--- config.mk ---
export PLATFORM = sky130hd
export DESIGN_NAME = base64_stream_encoder_unit
export DESIGN_NICKNAME = d
export VERILOG_FILES = /design/src/b64e_pkg.sv /design/src/b64e_fifo.sv /design/src/b64e_front.sv /design/src/b64e_back.sv /design/src/base64_stream_encoder_unit.sv
export SDC_FILE = /design/constraint.sdc
export NUM_CORES = 1
export LEC_CHECK = 0
export BUFFER_PORTS_ARGS = -buffer_cell sky130_fd_sc_hd__clkbuf_2
export CAP_MARGIN = 20
export CORE_ASPECT_RATIO = 1.5
export CORE_UTILIZATION = 40
export CTS_BUF_LIST = sky130_fd_sc_hd__clkbuf_8
export CTS_CLUSTER_SIZE = 10
export DETAILED_ROUTE_END_ITERATION = 7
export SLEW_MARGIN = 20
export SYNTH_ARGS = -nofsm -noshare
export SYNTH_HDL_FRONTEND = slang
export SYNTH_SLANG_ARGS = --single-unit
--- constraint.sdc ---
create_clock -name clk_i -period 2.4 [get_ports clk_i]
set_input_delay 0.48 -clock clk_i [delete_from_list [all_inputs] [get_ports clk_i]]
set_output_delay 0.48 -clock clk_i [all_outputs]
set_load 0.02 [all_outputs]
--- src/b64e_pkg.sv ---
// ----------------------------------------------------------------------------
// Base64 stream encoder package
// Types, constants and the character alphabet shared by the encoder modules.
// ----------------------------------------------------------------------------
`default_nettype none

package b64e_pkg;

  localparam int unsigned QueueDepth = 2;
  localparam logic [6:0] PadChar = 7'h3D;

  typedef enum logic [1:0] {
    PhGroup0 = 2'd0,
    PhGroup1 = 2'd1,
    PhGroup2 = 2'd2
  } phase_e;

  // One decoded input byte: up to four characters to send.
  typedef struct packed {
    logic [3:0][6:0] chars;
    logic [1:0]      last_idx;
    logic            final_job;
  } job_t;

  typedef struct packed {
    logic full;
    logic empty;
  } q_status_t;

  // Maps a 6-bit value to its base64 ASCII character.
  function automatic logic [6:0] enc6(logic [5:0] v);
    logic [6:0] w;
    logic [6:0] c;
    w = {1'b0, v};
    if (v < 6'd26) begin
      c = 7'h41 + w;
    end else if (v < 6'd52) begin
      c = 7'h47 + w;
    end else if (v < 6'd62) begin
      c = w - 7'd4;
    end else if (v == 6'd62) begin
      c = 7'h2B;
    end else begin
      c = 7'h2F;
    end
    return c;
  endfunction

endpackage

`default_nettype wire

--- src/b64e_fifo.sv ---
// ----------------------------------------------------------------------------
// Base64 encoder job queue
// Short register queue between the classifying front end and the back end.
// ----------------------------------------------------------------------------
`default_nettype none

module b64e_fifo #(
  parameter int unsigned Depth = b64e_pkg::QueueDepth
) (
  input  wire logic              clk_i,
  input  wire logic              rst_ni,
  input  wire logic              push_i,
  input  wire b64e_pkg::job_t    push_data_i,
  input  wire logic              pop_i,
  output b64e_pkg::job_t         head_o,
  output b64e_pkg::q_status_t    status_o
);
  import b64e_pkg::*;

  localparam int unsigned PtrW = (Depth > 1) ? $clog2(Depth) : 1;
  localparam int unsigned CntW = $clog2(Depth + 1);

  job_t            mem_q [Depth];
  logic [PtrW-1:0] wr_ptr_q, wr_ptr_d;
  logic [PtrW-1:0] rd_ptr_q, rd_ptr_d;
  logic [CntW-1:0] cnt_q, cnt_d;
  logic            do_push, do_pop;

  assign status_o.full  = (cnt_q == CntW'(Depth));
  assign status_o.empty = (cnt_q == '0);
  assign do_push = push_i && !status_o.full;
  assign do_pop  = pop_i && !status_o.empty;
  assign head_o  = mem_q[rd_ptr_q];

  always_comb begin
    wr_ptr_d = wr_ptr_q;
    rd_ptr_d = rd_ptr_q;
    cnt_d    = cnt_q;
    if (do_push) begin
      wr_ptr_d = (wr_ptr_q == PtrW'(Depth - 1)) ? '0 : wr_ptr_q + 1'b1;
    end
    if (do_pop) begin
      rd_ptr_d = (rd_ptr_q == PtrW'(Depth - 1)) ? '0 : rd_ptr_q + 1'b1;
    end
    if (do_push && !do_pop) begin
      cnt_d = cnt_q + 1'b1;
    end else if (do_pop && !do_push) begin
      cnt_d = cnt_q - 1'b1;
    end
  end

  always_ff @(posedge clk_i or negedge rst_ni) begin
    if (!rst_ni) begin
      wr_ptr_q <= '0;
      rd_ptr_q <= '0;
      cnt_q    <= '0;
    end else begin
      wr_ptr_q <= wr_ptr_d;
      rd_ptr_q <= rd_ptr_d;
      cnt_q    <= cnt_d;
    end
  end

  always_ff @(posedge clk_i) begin
    if (do_push) begin
      mem_q[wr_ptr_q] <= push_data_i;
    end
  end

endmodule

`default_nettype wire

--- src/b64e_front.sv ---
// ----------------------------------------------------------------------------
// Base64 encoder front end
// Accepts input bytes, tracks the group phase and builds character jobs.
// ----------------------------------------------------------------------------
`default_nettype none

module b64e_front (
  input  wire logic              clk_i,
  input  wire logic              rst_ni,
  input  wire logic              in_valid_i,
  input  wire logic [7:0]        in_byte_i,
  input  wire logic              in_final_i,
  output logic                   in_ready_o,
  input  wire b64e_pkg::q_status_t q_status_i,
  output logic                   push_o,
  output b64e_pkg::job_t         job_o
);
  import b64e_pkg::*;

  phase_e     phase_q, phase_d;
  logic [3:0] pend_q, pend_d;
  logic       accept;

  assign in_ready_o = !q_status_i.full;
  assign accept     = in_valid_i && in_ready_o;
  assign push_o     = accept;

  always_comb begin
    job_o     = '0;
    phase_d   = phase_q;
    pend_d    = pend_q;
    case (phase_q)
      PhGroup1: begin
        job_o.chars[0] = enc6({pend_q[1:0], in_byte_i[7:4]});
        if (in_final_i) begin
          job_o.chars[1]  = enc6({in_byte_i[3:0], 2'b00});
          job_o.chars[2]  = PadChar;
          job_o.last_idx  = 2'd2;
          job_o.final_job = 1'b1;
          pend_d          = '0;
          phase_d         = PhGroup0;
        end else begin
          pend_d  = in_byte_i[3:0];
          phase_d = PhGroup2;
        end
      end
      PhGroup2: begin
        job_o.chars[0]  = enc6({pend_q, in_byte_i[7:6]});
        job_o.chars[1]  = enc6(in_byte_i[5:0]);
        job_o.last_idx  = 2'd1;
        job_o.final_job = in_final_i;
        pend_d          = '0;
        phase_d         = PhGroup0;
      end
      default: begin
        job_o.chars[0] = enc6(in_byte_i[7:2]);
        if (in_final_i) begin
          job_o.chars[1]  = enc6({in_byte_i[1:0], 4'b0000});
          job_o.chars[2]  = PadChar;
          job_o.chars[3]  = PadChar;
          job_o.last_idx  = 2'd3;
          job_o.final_job = 1'b1;
          pend_d          = '0;
          phase_d         = PhGroup0;
        end else begin
          pend_d  = {2'b00, in_byte_i[1:0]};
          phase_d = PhGroup1;
        end
      end
    endcase
  end

  always_ff @(posedge clk_i or negedge rst_ni) begin
    if (!rst_ni) begin
      phase_q <= PhGroup0;
      pend_q  <= '0;
    end else if (accept) begin
      phase_q <= phase_d;
      pend_q  <= pend_d;
    end
  end

endmodule

`default_nettype wire

--- src/b64e_back.sv ---
// ----------------------------------------------------------------------------
// Base64 encoder back end
// Walks the head job into output register, one char per cycle unless stalled.
// ----------------------------------------------------------------------------
`default_nettype none

module b64e_back (
  input  wire logic                clk_i,
  input  wire logic                rst_ni,
  input  wire b64e_pkg::q_status_t q_status_i,
  input  wire b64e_pkg::job_t      head_i,
  output logic                     pop_o,
  output logic                     out_valid_o,
  output logic [6:0]               out_char_o,
  output logic                     out_last_o,
  input  wire logic                out_ready_i
);
  import b64e_pkg::*;

  logic [1:0] idx_q, idx_d;
  logic       valid_q, valid_d;
  logic [6:0] char_q, char_d;
  logic       last_q, last_d;
  logic       out_free, emit, job_done;

  assign out_free = !valid_q || out_ready_i;
  assign emit     = out_free && !q_status_i.empty;
  assign job_done = (idx_q == head_i.last_idx);
  assign pop_o    = emit && job_done;

  always_comb begin
    idx_d   = idx_q;
    valid_d = valid_q;
    char_d  = char_q;
    last_d  = last_q;
    if (out_free) begin
      valid_d = !q_status_i.empty;
    end
    if (emit) begin
      char_d = head_i.chars[idx_q];
      last_d = head_i.final_job && job_done;
      idx_d  = job_done ? 2'd0 : idx_q + 2'd1;
    end
  end

  always_ff @(posedge clk_i or negedge rst_ni) begin
    if (!rst_ni) begin
      idx_q   <= '0;
      valid_q <= 1'b0;
    end else begin
      idx_q   <= idx_d;
      valid_q <= valid_d;
    end
  end

  always_ff @(posedge clk_i) begin
    char_q <= char_d;
    last_q <= last_d;
  end

  assign out_valid_o = valid_q;
  assign out_char_o  = char_q;
  assign out_last_o  = last_q;

endmodule

`default_nettype wire

--- src/base64_stream_encoder_unit.sv ---
// ----------------------------------------------------------------------------
// Base64 stream encoder
// Encodes a byte stream into standard base64 characters with '=' padding.
// ----------------------------------------------------------------------------
// Usage:
// The slave stream carries one message byte per transaction in
// s_axis_tdata_i, with s_axis_tlast_i set on the final byte of a message.
// The master stream carries one ASCII character per transaction in
// m_axis_tdata_o, with m_axis_tlast_o set on the final character.
// Each byte produces one to four characters: one or two inside a group,
// and on the final byte the flushed bits plus any '=' padding.
// The first character of a byte passes the job queue and then the back
// end's single output register. The output runs at one character per cycle
// while the receiver is ready and jobs are queued, and a byte is accepted
// in every cycle that the job queue has room.
// Reset clears the group phase, the pending bits, the job queue and the
// output valid flag; the next byte starts a new message.
// When the receiver stalls, the output register holds its character, the
// queue fills, and s_axis_tready_o drops until a job drains.
// ----------------------------------------------------------------------------
`default_nettype none

module base64_stream_encoder_unit #(
  parameter int unsigned QueueDepth = b64e_pkg::QueueDepth
) (
  input  wire logic       clk_i,
  input  wire logic       rst_ni,
  input  wire logic       s_axis_tvalid_i,
  output logic            s_axis_tready_o,
  input  wire logic [7:0] s_axis_tdata_i,   // [7:0] data_byte
  input  wire logic       s_axis_tlast_i,
  output logic            m_axis_tvalid_o,
  input  wire logic       m_axis_tready_i,
  output logic [7:0]      m_axis_tdata_o,   // [6:0] out_char, [7] zero fill
  output logic            m_axis_tlast_o
);
  import b64e_pkg::*;

  job_t      push_job, head_job;
  logic      push, pop;
  q_status_t q_status;
  logic [6:0] out_char;

  // Front end: classifies each byte by group phase into a character job.
  b64e_front u_front (
    .clk_i      (clk_i),
    .rst_ni     (rst_ni),
    .in_valid_i (s_axis_tvalid_i),
    .in_byte_i  (s_axis_tdata_i),
    .in_final_i (s_axis_tlast_i),
    .in_ready_o (s_axis_tready_o),
    .q_status_i (q_status),
    .push_o     (push),
    .job_o      (push_job)
  );

  // The queue decouples byte intake from character output.
  b64e_fifo #(
    .Depth (QueueDepth)
  ) u_fifo (
    .clk_i       (clk_i),
    .rst_ni      (rst_ni),
    .push_i      (push),
    .push_data_i (push_job),
    .pop_i       (pop),
    .head_o      (head_job),
    .status_o    (q_status)
  );

  // Back end: sends the head job's characters one per cycle unless stalled.
  b64e_back u_back (
    .clk_i       (clk_i),
    .rst_ni      (rst_ni),
    .q_status_i  (q_status),
    .head_i      (head_job),
    .pop_o       (pop),
    .out_valid_o (m_axis_tvalid_o),
    .out_char_o  (out_char),
    .out_last_o  (m_axis_tlast_o),
    .out_ready_i (m_axis_tready_i)
  );

  assign m_axis_tdata_o = {1'b0, out_char};

endmodule

`default_nettype wire

# [After elaboration in Yosys (flattened, before gate mapping)]
# Memories as Yosys holds them, arrays and structs flattened.
# Index checks and enable logic that the tools add are counted.
[word_totals] output_inout_bits=11 memories=1 regBits=21 in_bits=13 mem_bits_rw=60 word_cells=121
[mem_list] memory="u_fifo.mem_q" words=2 word_bits=30 rd=1 rd_clocked_by_memory_dff=0 write_ports=1 line_no="b64e_fifo.sv:23" rtl="job_t mem_q [Depth];"
[classes] muxes=44 n_reduce_logical=17 magnitude_cmp=19 addsub=23 n_eq_ne=8
[op_table] cell="7-bit two-way mux" n=19
[op_table] cell="7-bit by 6-bit adder with 7-bit output, first input constant" n=12
[op_table] cell="6-bit < comparator, second input constant" n=12
[op_table] cell="6-bit by 3-bit subtractor with 7-bit output, second input constant" n=6
[op_table] cell="6-bit by 5-bit < comparator with 1-bit output, second input constant" n=6
[op_table] cell="17-bit one-hot mux with 2 select lines" n=1
[op_table] cell="6-bit == test, second input constant" n=4
[op_table] cell="20-bit two-way mux" n=1
[op_table] cell="3-bit two-way mux" n=6
[op_table] cell="7-bit binary-select mux with 2-bit select" n=1
[op_table] cell="7-bit one-hot mux with 2 select lines" n=1
[op_table] cell="13-bit two-way mux" n=1
[op_table] cell="2-bit two-way mux" n=5
[op_table] cell="1-bit logical AND" n=8
[op_table] cell="4-bit one-hot mux with 2 select lines" n=1
[op_table] cell="6-bit two-way mux" n=1
[op_table] cell="1-bit logical NOT" n=5
[op_table] cell="1-bit two-way mux" n=5
[op_table] cell="2-bit by 1-bit adder with 2-bit output, second input constant" n=2
[op_table] cell="2-bit == test, second input constant" n=2
[op_table] cell="4-bit two-way mux" n=1
[op_table] cell="2-bit one-hot mux with 2 select lines" n=1
[op_table] cell="2-bit by 3-bit < comparator with 1-bit output, second input constant" n=1
[op_table] cell="1-bit adder, second input constant" n=2
[op_table] cell="7 further kinds" n=7

# [Logic depth before layout (Yosys ltp)]
[depth] depth_word=8 ltp_mapped=10 depth_no_buf=9

# [Cells and area by module]
# From an unflattened synthesis, not the netlist that was laid out.
[hier_totals] hier_cells=506 area_unflattened_um2=5676.7
[modules_own_cells] mod="b64e_fifo" instances=1 cells_each=116 seq_area_each_um2=1961.9 area_per_inst_um2=2587.5
[modules_own_cells] mod="b64e_front" instances=1 cells_each=352 seq_area_each_um2=150.1 area_per_inst_um2=2423.6
[modules_own_cells] mod="b64e_back" instances=1 cells_each=36 seq_area_each_um2=315.3 area_per_inst_um2=654.4
[modules_own_cells] mod="base64_stream_encoder_unit" instances=1 cells_each=2 seq_area_each_um2=0.0 area_per_inst_um2=11.3

# [Worst setup path before layout]
# No wires, ideal clock.
[synth_timing] path_kind="in2reg" from="in s_axis_tdata_i[0]" to="mem u_fifo.mem_q[0][14] (netlist bit) (data pin)" path_slack_ps=-114 setup_ps=197 cell_stages=10 n_path_buf=1 required_ps=2203 arrival_ps=2317 cell_sequence="clkbuf_1 > inv_1 > ha_1 > nand2b_1 > xnor2_1 > ha_1 > nor2_1 > o221ai_2 > xnor2_1 > o311ai_1"
[synth_rtl] element="from (decl)" line_no="base64_stream_encoder_unit.sv:30" rtl="input wire logic [7:0] s_axis_tdata_i,"
[synth_rtl] element="to (decl)" line_no="b64e_fifo.sv:23"

==> impl_metrics.json <==
{
  "status": "complete, no violations",
  "end_kind": "flip-flop",
  "rr_startpoint": "u_front.pend_q[0]",
  "clk_pin_slew_ns": 0.06,
  "num_antenna_cells": 0,
  "avgSynthCellArea_um2": 9.791,
  "arrival_ns": 2.47,
  "htreeDepth": 3,
  "synthArstFlopShare_pct": 22.81,
  "period_share_pct": 95.14,
  "core_region_area_um2": 10590,
  "postCtsHoldBufs": 0,
  "drv_cap": 0,
  "cts_resized": 0,
  "ant_nets": 0,
  "antenna_found_initial": 0,
  "yosysSeqAreaShare_pct": 37.71,
  "fin_cells": 650,
  "cts_tree": "done",
  "ys_ff_latch": 57,
  "leakage_nw": 2.017,
  "final_nets": 539,
  "post-route-min-period_ns": 2.283,
  "wirelength_um": 11420,
  "final_area_um2": 5041,
  "ys_dominant_reg_cell": "edfxtp_1",
  "placed_cell_area_um2": 4891,
  "synth_fp_nets": 483,
  "drc": 0,
  "clk_latency_ns": 0.32,
  "cp-startpoint": "u_front.pend_q[0]",
  "synth_most_common_cell": "edfxtp_1",
  "synth_common_cells": "44 x edfxtp_1, 31 x nand2_1, 24 x ha_1, 24 x inv_1, 22 x o21ai_0",
  "post_cts_buffers": 0,
  "grt_pass1_vias": 3645,
  "power-per-cell-area_nw_per_um2": 993.6,
  "die-area_um2": 11350,
  "drt_iter0_drc": 259,
  "crit_chain": "ha_1 > buf_4 > nor3b_2 > o22ai_1 > a221oi_1 > o31ai_1 > buf_4 > a211oi_2 > buf_4",
  "avgViaCountPerCell": 5.611,
  "drive_gt1_share_pct": 25.10,
  "cp_common_cell": "buf_4",
  "crit_required_ns": 2.59,
  "synth_area_um2": 4367,
  "path_class": "flip-flop to flip-flop",
  "total_power_mw": 5.009,
  "placed_cells": 635,
  "die_h_um": 130.0,
  "yosysUniqueCellTypes": 71,
  "vias": 3647,
  "port_buffers": 22,
  "hold_class": "input pin to async pin",
  "die_w_um": 87.31,
  "first_pass_iters": 4,
  "numCtsBuffers": 9,
  "start_util_pct": 41.23,
  "cp_slowest_cell": "dfrtp_1",
  "synth_largest_area_cell": "edfxtp_1",
  "yosysWarnings": 0,
  "clock_sinks": 57,
  "post_drt_wl_per_cell_um": 17.56,
  "crit_path_start_kind": "flip-flop",
  "crit_path_max_fanout": 5,
  "cts_root_buffer": "clkbuf_8",
  "place_congestion": 0.9250,
  "grt_max_degree": 20,
  "grt_pass1_wl_um": 18540,
  "row_count": 46,
  "maxSlewViolCount": 0,
  "worstMarginPinSlew_ns": 0.5443,
  "io_pins": 24,
  "fin_worst_skew_ns": 0.005647,
  "synth_edf_count": 44,
  "track_usage_pct": 21.66,
  "slew_headroom_pct": 63.64,
  "yosys-top-cells-area": "edfxtp_1 30%, dfrtp_1 7.4%, ha_1 6.9%",
  "cts_max_path_buffers": 2,
  "timing.fmax_mhz": 438.0,
  "max_stage_delay_ns": 0.41,
  "syn_inst": 446,
  "hold_violations": 0,
  "grt_overflow_total": 0,
  "setup-violations-final": 0,
  "hpwl_um": 9163,
  "peakVddDrop_v": 0.0003159,
  "synth_top_area_share_pct": 30.26,
  "rsz0062_at_grt": "no",
  "area_delta_synth_final_pct": 15.44
}
-- flip-flops by register name (all words and copies together), names as in the netlist --
name and flops:
u_fifo.mem_q 36, u_back.idx_q 2, u_fifo.rd_ptr_q 1, u_back.out_char_o 7, u_fifo.wr_ptr_q 1, u_front.phase_q 2
u_back.out_last_o 1, u_front.pend_q 4, u_back.out_valid_o 1, u_fifo.cnt_q 2
-- cells by family (layout without fill, tap and decap cells) --
family,after synthesis,count (layout),share of synthesized area (%)
other cells,1,1,0.08588
simple gates,137,137,16.73
fa+ha+maj,24,24,6.877
xor+xnor,25,25,5.014
compound gates,120,120,19.86
mux,20,20,6.791
flops,57,57,37.71
buf+inv,62,122,6.934
-- where the power goes --
part | internal, mW | switching, mW | leakage [nW]
registers | 1.63 | 0.176 | 0.579
logic | 1.05 | 1.46 | 1.36
clock network | 0.351 | 0.345 | 0.0811
total | 3.03 | 1.98 | 2.02
-- routing by layer --
layer	share of wire (%)	GRT usage (%)	vias up
li1	-	-	1758
met1	39	24.34	1761
met2	53	39.15	94
met3	3.0	2.151	34
met4	4.5	12.83	0
met5	0	0	-
-- worst max-delay path: cells and delay by family, from the launching register on --
| family | cells | cell delay (ns) |
|---|---|---|
| AOI/OAI and AO/OA | 4 | 0.78 |
| adders and majority gates | 1 | 0.27 |
| buffers and inverters | 3 | 0.46 |
| DFF | 1 | 0.41 |
| and+or+nand+nor | 1 | 0.22 |
-- metrics by stage --
stage / hold WS (ns) / setup TNS [ns] / utilization [%] / worst slack, ns
after detailed placement: 0.3988 / -0.1088 / 46.18 / -0.04979
after CTS: 0.04287 / 0 / 47.60 / 0.1562
after global routing: 0.05961 / 0 / 47.60 / 0.002861
final: 0.04670 / 0 / 47.60 / 0.1167
after global placement: 0.3967 / -0.1050 / 46.18 / -0.05249
after floorplan: 0.1844 / 0 / - / 0.004113
-- area by class of cell --
cell class                      count  area [um^2]
Sequential cell                    57         1647
Clock inverter                      6        26.28
Inverter                           27        101.3
Clock buffer                        9        123.9
Multi-Input combinational cell    327         2417
Timing Repair Buffer               80        545.5
Tap cell                          144        180.2
Fill cell                        1054         5549
-- worst paths after layout --
check	end	slack [ns]	cells after the start
max	u_fifo.mem_q[1][7]	0.12	9
min	u_fifo.wr_ptr_q	0.05	1
max reg2reg	u_fifo.mem_q[1][7]	0.12	9
min reg2reg	u_fifo.wr_ptr_q	0.50	1
max in group asynchronous	u_fifo.rd_ptr_q	2.11	1
min in group clk_i	u_back.out_valid_o	0.37	2
-- cell usage in the layout, fill, tap and decap left out, types with 5 or more instances in the layout --
| cell type | synthesis | routed |
|---|---|---|
| nor2b_1 | 8 | 8 |
| dfrtp_1 | 13 | 13 |
| a21o_1 | 6 | 6 |
| mux4_2 | 7 | 7 |
| xor2_1 | 6 | 6 |
| inv_1 | 24 | 24 |
| buf_4 | 5 | 58 |
| clkbuf_8 | 0 | 9 |
| clkbuf_2 | 0 | 22 |
| ha_1 | 24 | 24 |
| nand4_1 | 5 | 5 |
| o211ai_1 | 5 | 5 |
| a31oi_1 | 8 | 8 |
| a21oi_1 | 21 | 21 |
| nor4_1 | 6 | 6 |
| o31ai_1 | 6 | 6 |
| o21ai_1 | 5 | 5 |
| xnor2_1 | 19 | 19 |
| nand3_1 | 18 | 18 |
| nand2b_1 | 14 | 14 |
| edfxtp_1 | 44 | 44 |
| o21ai_0 | 22 | 22 |
| nor2_1 | 21 | 21 |
| nand2_1 | 31 | 31 |
| mux2i_1 | 9 | 9 |
| nor3_1 | 8 | 8 |
(Power assumes the default switching activity.)
